<file path="src/rtl/csim_pkg.sv">
package csim_pkg;

    localparam int ELEMENT_WIDTH  = 16;
    localparam int SUM_WIDTH      = 48;
    localparam int PROD_WIDTH     = 2 * ELEMENT_WIDTH;
    localparam int ADD_WIDTH      = ((SUM_WIDTH > PROD_WIDTH) ? SUM_WIDTH : PROD_WIDTH) + 1;
    localparam int ROOT_WIDTH     = (SUM_WIDTH + 1) / 2;
    localparam int ROOT_STEPS     = ROOT_WIDTH;
    localparam int DEN_WIDTH      = 2 * ROOT_WIDTH;
    localparam int FRAC_BITS      = 14;
    localparam int Q_WIDTH        = FRAC_BITS + 1;
    localparam int SIM_WIDTH      = 16;
    localparam int CNT_MAX        = (ROOT_STEPS > FRAC_BITS) ? ROOT_STEPS : FRAC_BITS;
    localparam int CNT_WIDTH      = $clog2(CNT_MAX);
    localparam int IN_DATA_WIDTH  = ((2 * ELEMENT_WIDTH + 7) / 8) * 8;
    localparam int OUT_DATA_WIDTH = ((SIM_WIDTH + 7) / 8) * 8;

    localparam logic [Q_WIDTH-1:0] Q_ONE = Q_WIDTH'(1) << FRAC_BITS;

    typedef enum logic [2:0] {
        ST_RUN,
        ST_DRAIN,
        ST_ROOT_LOAD,
        ST_ROOT,
        ST_MULT,
        ST_CHECK,
        ST_DIV,
        ST_EMIT
    } state_t;

    typedef struct packed {
        logic                 accept_en;
        logic                 root_load;
        logic                 root_step;
        logic                 mult;
        logic                 check;
        logic                 div_step;
        logic                 emit;
        logic [CNT_WIDTH-1:0] cnt;
    } ctrl_cmd_t;

    typedef struct packed {
        logic early_done;
        logic out_free;
    } dp_status_t;

endpackage

</file>
<file path="src/rtl/csim_ctrl.sv">
module csim_ctrl
(
    input  logic                  clk,
    input  logic                  rst_n,
    input  logic                  in_valid,
    input  logic                  in_last,
    input  csim_pkg::dp_status_t  status,
    output csim_pkg::ctrl_cmd_t   cmd
);

    csim_pkg::state_t                    state_reg;
    csim_pkg::state_t                    state_next;
    logic [csim_pkg::CNT_WIDTH-1:0]      cnt_reg;
    logic [csim_pkg::CNT_WIDTH-1:0]      cnt_next;

    always_ff @(posedge clk or negedge rst_n)
    begin
        if (!rst_n)
        begin
            state_reg <= csim_pkg::ST_RUN;
            cnt_reg   <= '0;
        end
        else
        begin
            state_reg <= state_next;
            cnt_reg   <= cnt_next;
        end
    end

    always_comb
    begin
        state_next    = state_reg;
        cnt_next      = cnt_reg;
        cmd           = '0;
        cmd.cnt       = cnt_reg;
        unique case (state_reg)
            csim_pkg::ST_RUN:
            begin
                cmd.accept_en = 1'b1;
                if (in_valid && in_last)
                begin
                    state_next = csim_pkg::ST_DRAIN;
                end
            end
            csim_pkg::ST_DRAIN:
            begin
                state_next = csim_pkg::ST_ROOT_LOAD;
            end
            csim_pkg::ST_ROOT_LOAD:
            begin
                cmd.root_load = 1'b1;
                cnt_next      = csim_pkg::CNT_WIDTH'(csim_pkg::ROOT_STEPS - 1);
                state_next    = csim_pkg::ST_ROOT;
            end
            csim_pkg::ST_ROOT:
            begin
                cmd.root_step = 1'b1;
                if (cnt_reg == '0)
                begin
                    state_next = csim_pkg::ST_MULT;
                end
                else
                begin
                    cnt_next = cnt_reg - 1'b1;
                end
            end
            csim_pkg::ST_MULT:
            begin
                cmd.mult   = 1'b1;
                state_next = csim_pkg::ST_CHECK;
            end
            csim_pkg::ST_CHECK:
            begin
                cmd.check = 1'b1;
                if (status.early_done)
                begin
                    state_next = csim_pkg::ST_EMIT;
                end
                else
                begin
                    cnt_next   = csim_pkg::CNT_WIDTH'(csim_pkg::FRAC_BITS - 1);
                    state_next = csim_pkg::ST_DIV;
                end
            end
            csim_pkg::ST_DIV:
            begin
                cmd.div_step = 1'b1;
                if (cnt_reg == '0)
                begin
                    state_next = csim_pkg::ST_EMIT;
                end
                else
                begin
                    cnt_next = cnt_reg - 1'b1;
                end
            end
            csim_pkg::ST_EMIT:
            begin
                // hold until the output register is free
                if (status.out_free)
                begin
                    cmd.emit   = 1'b1;
                    state_next = csim_pkg::ST_RUN;
                end
            end
            default:
            begin
                state_next = csim_pkg::ST_RUN;
            end
        endcase
    end

endmodule

</file>
<file path="config.mk">
export PLATFORM = sky130hd
export DESIGN_NAME = csim_ctrl
export DESIGN_NICKNAME = d
export VERILOG_FILES = /design/src/rtl/csim_pkg.sv /design/src/rtl/csim_ctrl.sv
export SDC_FILE = /design/constraint.sdc
export NUM_CORES = 1
export LEC_CHECK = 0
export ABC_AREA = 1
export BUFFER_PORTS_ARGS = -buffer_cell sky130_fd_sc_hd__buf_2
export CAP_MARGIN = 20
export CORE_MARGIN = 10
export CORE_UTILIZATION = 44
export DETAILED_ROUTE_END_ITERATION = 8
export HOLD_SLACK_MARGIN = 0.12
export PLACE_DENSITY = 0.68
export SYNTH_ARGS = -nofsm -noshare
export SYNTH_HDL_FRONTEND = slang
export SYNTH_SLANG_ARGS = --single-unit
export TNS_END_PERCENT = 5
</file>
<file path="constraint.sdc">
create_clock -name clk -period 1.4 [get_ports clk]
set_input_delay 0.42 -clock clk [delete_from_list [all_inputs] [get_ports clk]]
set_output_delay 0.42 -clock clk [all_outputs]
set_load 0.02 [all_outputs]
</file>
# Word level (Yosys, flattened, before mapping)
# Cells that the tools add are included.
# op_classes
n_eq_ne	13
muxes	17
addsub	1
reduce_logical	7
# op_table
operator	count
$pmux W3 S8	1
$pmux W5 S3	1
$eq A3 B3 Y1 const B	4
$mux W3	4
$ne A2 B2 Y1 const B	6
$mux W5	2
$mux W1	9
$eq A3 B2 Y1 const B	2
$logic_not A5 Y1	1
$sub A5 B1 Y5 const B	1
$reduce_and A4 Y1	1
$eq A3 B1 Y1 const B	1
$logic_not A3 Y1	1
$reduce_and A3 Y1	1
$reduce_bool A3 Y1	1
$reduce_or A2 Y1	1
$logic_and A1 B1 Y1	1
# word_totals
register_bits	8
input_bits	6

# Longest topological paths before layout
# logic_depth
depth_word	4
ltp_mapped	9
ltp_nobuf	9

# Least setup slack after synthesis
# No wires, ideal clock.
# synth_path
path_type	reg-to-output
from	reg state_reg[0]
to	out cmd[10] (netlist name)
arrival_time_ns	1.062
path_slack_ns	-0.082
path_stages_with_launch	5
n_path_buf	0
required_ns	0.980
path_cell_list	dfrtp_1 -> inv_1 -> ha_1 -> inv_1 -> nor2_1
# synth_lines
element	line_no	source
start, declared	csim_ctrl.sv:11	csim_pkg::state_t state_reg;
start signal, assigned	csim_ctrl.sv:20	state_reg <= csim_pkg::ST_RUN;
start signal, assigned	csim_ctrl.sv:25	state_reg <= state_next;
end, declared	csim_ctrl.sv:8	output csim_pkg::ctrl_cmd_t cmd

==> qor.yml <==
critical_path:
  cp-start-kind: "register"
  setup.worst_path.start: "state_reg[0]$_DFFE_PN0P_"
  rr_startpoint: "state_reg[1]$_DFFE_PN0P_"
  worstPathRequired_ns: 0.98
  critPathKind: "reg -> out"
  cp_max_fo: 4
  arrival_ns: 1.23
  endpoint_kind: "primary output"
clocking:
  cts_tree: "built"
  cts_buffer_depth: 2
  clockRootBuffer: "clkbuf_4"
  clk_pin_slew_worst_paths_ns: 0.05
  clock_latency_ns: 0.25
  cts_buffers: 3
  cts.sinks: 8
  htreeDepth: 1
sta:
  finalHoldViolCount: 0
  maxSlewHeadroom_pct: 81.78
  rsz0062_at_grt: "yes"
  skew_ns: 0.001882
  setup_viol_count_final: 15
  min_period_ns: 1.650
  worstMarginPinSlew_ns: 0.2733
  drv_slew: 0
  max_freq_mhz: 606.2
  fin_ws_ns: -0.2496
  fin_crit_sh_pct: 117.8
die:
  die_x_um: 61.03
  rows: 14
  die_h_um: 61.03
  initial_core_util_pct: 48.05
  fp.coreArea_um2: 1541
  die-area_um2: 3725
  pin_count: 18
synthesis:
  synth_warnings: 0
  syn-num-nets: 115
  synth_area_um2: 740.7
  avgSynthCellArea_um2: 7.191
  postSynthCellCount: 103
  synth_cell_types: 20
  ys_ff_latch: 8
  ys_seq_area_share_pct: 27.03
grt:
  grt_first_pass_wirelength_um: 3146
  met1_usage_pct: 11.06
  grt_max_degree: 10
  grt_antenna_before_repair: 0
  grt_util_met2_pct: 20.17
  met3_usage_pct: 3.292
  top_usage_layer: "met2"
  globalRoute.totalOverflow: 0
  grt_pass1_vias: 741
  grt.total_usage_pct: 10.79
routing:
  dr.pass1.iters: 4
  vias_per_cell: 4.923
  routed_wl_um: 2071
  detail-route-antenna-nets: 0
  wl_per_cell_um: 13.36
  vias: 763
  drtIter0Drc: 14
  drc_errors: 0
status:
  run_status: "complete, but fails checks"
  violations: "setup timing"
placed_design:
  post_dp_cell_area_um2: 914.6
  numPortBuffers: 17
  gp_congestion: 0.8549
  hpwl_um: 1459
flow_run:
  cap_violations: 0
finish:
  stdcell_area_um2: 1134
  fin_util_pct: 73.54
  largest_reg_flops: 5
  nets: 153
  post_route_cells_drive_above_1_share_pct: 53.24
  n_fill_cell: 122
  n_antenna_cell: 0
  area_delta_synth_final_pct: 53.04
worst_hold_path:
  min_path_type: "in -> async"
pwr:
  power.density_nw_per_um2: 2665
  total_leakage_power_uw: 0.0006016
  vdd_ir_drop_max_mv: 1.387
[metal layers]
layer  up-vias  share of wire (%)
li1        391                  -
met3         0                3.0
met5         -                  0
met2         7                 58
met4         0                  0
met1       365                 39
[placed cells by master, fill, tap and decap left out]
cell,synthesis,layout
ha_4,0,4
nor2_2,1,3
dlygate4sd3_1,0,1
o211ai_1,1,1
nand3_4,0,2
nand2_8,0,1
buf_4,0,15
nand2_4,3,4
nand2_1,35,32
buf_2,0,11
nor2_1,5,3
xnor2_1,1,1
nand3_1,10,10
o21ai_2,1,1
a21oi_4,1,1
inv_2,3,5
o21ai_1,1,1
dfrtp_1,8,5
inv_6,1,1
inv_1,12,8
dfrtp_2,0,3
nand2_2,7,8
inv_4,0,2
clkbuf_4,0,3
ha_1,6,2
buf_6,1,7
o21ai_0,1,1
nor2_4,3,3
[critical path: stages, from the launching register on]
cell	delay [ns]
dfrtp_2	0.47
inv_4	0.10
ha_4	0.14
nand2_2	0.06
inv_2	0.09
buf_6	0.11
[cells by family (layout without fill, tap and decap cells)]
logic type / count (synthesis) / in the layout / share of synthesized area (%)
fa+ha+maj: 6 / 6 / 10.13
xor+xnor: 1 / 1 / 1.183
flops: 8 / 8 / 27.03
buf+inv: 17 / 53 / 10.30
simple gates: 66 / 66 / 45.61
compound gates: 5 / 5 / 5.743
[through the flow]
step	hold WS (ns)	power [uW]	cells	setup TNS, ns	setup WS (ns)
floorplan	0.1244	1799	103	-0.006591	-0.004535
global placement	0.2657	2291	145	-0.2602	-0.06584
detailed placement	0.2701	2344	145	-0.7298	-0.1069
CTS	0.5304	2868	154	-3.098	-0.2343
global route	0.5405	3258	155	-4.130	-0.3074
finish	0.5319	3021	155	-3.169	-0.2496
[area by class of cell]
class / count / area [um^2] / area share [%]
Clock buffer: 3 / 22.52 / 1.987
Inverter: 16 / 70.07 / 6.181
Multi-Input combinational cell: 78 / 560.5 / 49.45
Sequential cell: 8 / 203.9 / 17.99
Tap cell: 16 / 20.02 / 1.766
Timing Repair Buffer: 34 / 256.5 / 22.63
[final timing paths]
kind	endpoint	slack (ns)	cells after the start
setup / recovery	cmd[8]	-0.25	5
hold / removal	cnt_reg[2]$_DFFE_PN0P_	0.53	2
setup reg to reg	state_reg[0]$_DFFE_PN0P_	-0.21	11
hold reg to reg	cnt_reg[4]$_DFFE_PN0P_	0.56	2
max in group asynchronous	state_reg[0]$_DFFE_PN0P_	0.69	2
min in group clk	cnt_reg[4]$_DFFE_PN0P_	0.56	2
[repair_timing]
item	in CTS	in global routing
endpoints found under the hold margin	8	0
setup endpoints to repair	15	15
gates cloned	0	0
hold buffers	1	0
gates resized for setup	30	8
setup buffers	5	1
pin swaps	9	3
[cell usage after synthesis]
master / number / share of area, %
ha_1: 6 / 10
xnor2_1: 1 / 1.2
o211ai_1: 1 / 1.0
inv_1: 12 / 6.1
nand2_4: 3 / 4.6
o21ai_1: 1 / 0.68
nor2_2: 1 / 0.85
dfrtp_1: 8 / 27
nand3_2: 2 / 2.7
o21ai_0: 1 / 0.68
nand2_1: 35 / 18
inv_6: 1 / 1.2
buf_6: 1 / 1.5
o21ai_2: 1 / 1.2
a21oi_4: 1 / 2.2
nor2_1: 5 / 2.5
nor2_4: 3 / 4.6
nand3_1: 10 / 6.8
inv_2: 3 / 1.5
nand2_2: 7 / 5.9
[power by group]
group | internal [uW] | leakage (uW) | total [uW] | switching, uW
combinational | 978 | 0.000495 | 2280 | 1300
clock | 97.7 | 0.0000138 | 170 | 72.4
sequential | 365 | 0.0000923 | 573 | 208
total | 1440 | 0.000602 | 3020 | 1580
No activity file was read; power rests on OpenSTA's default activity.
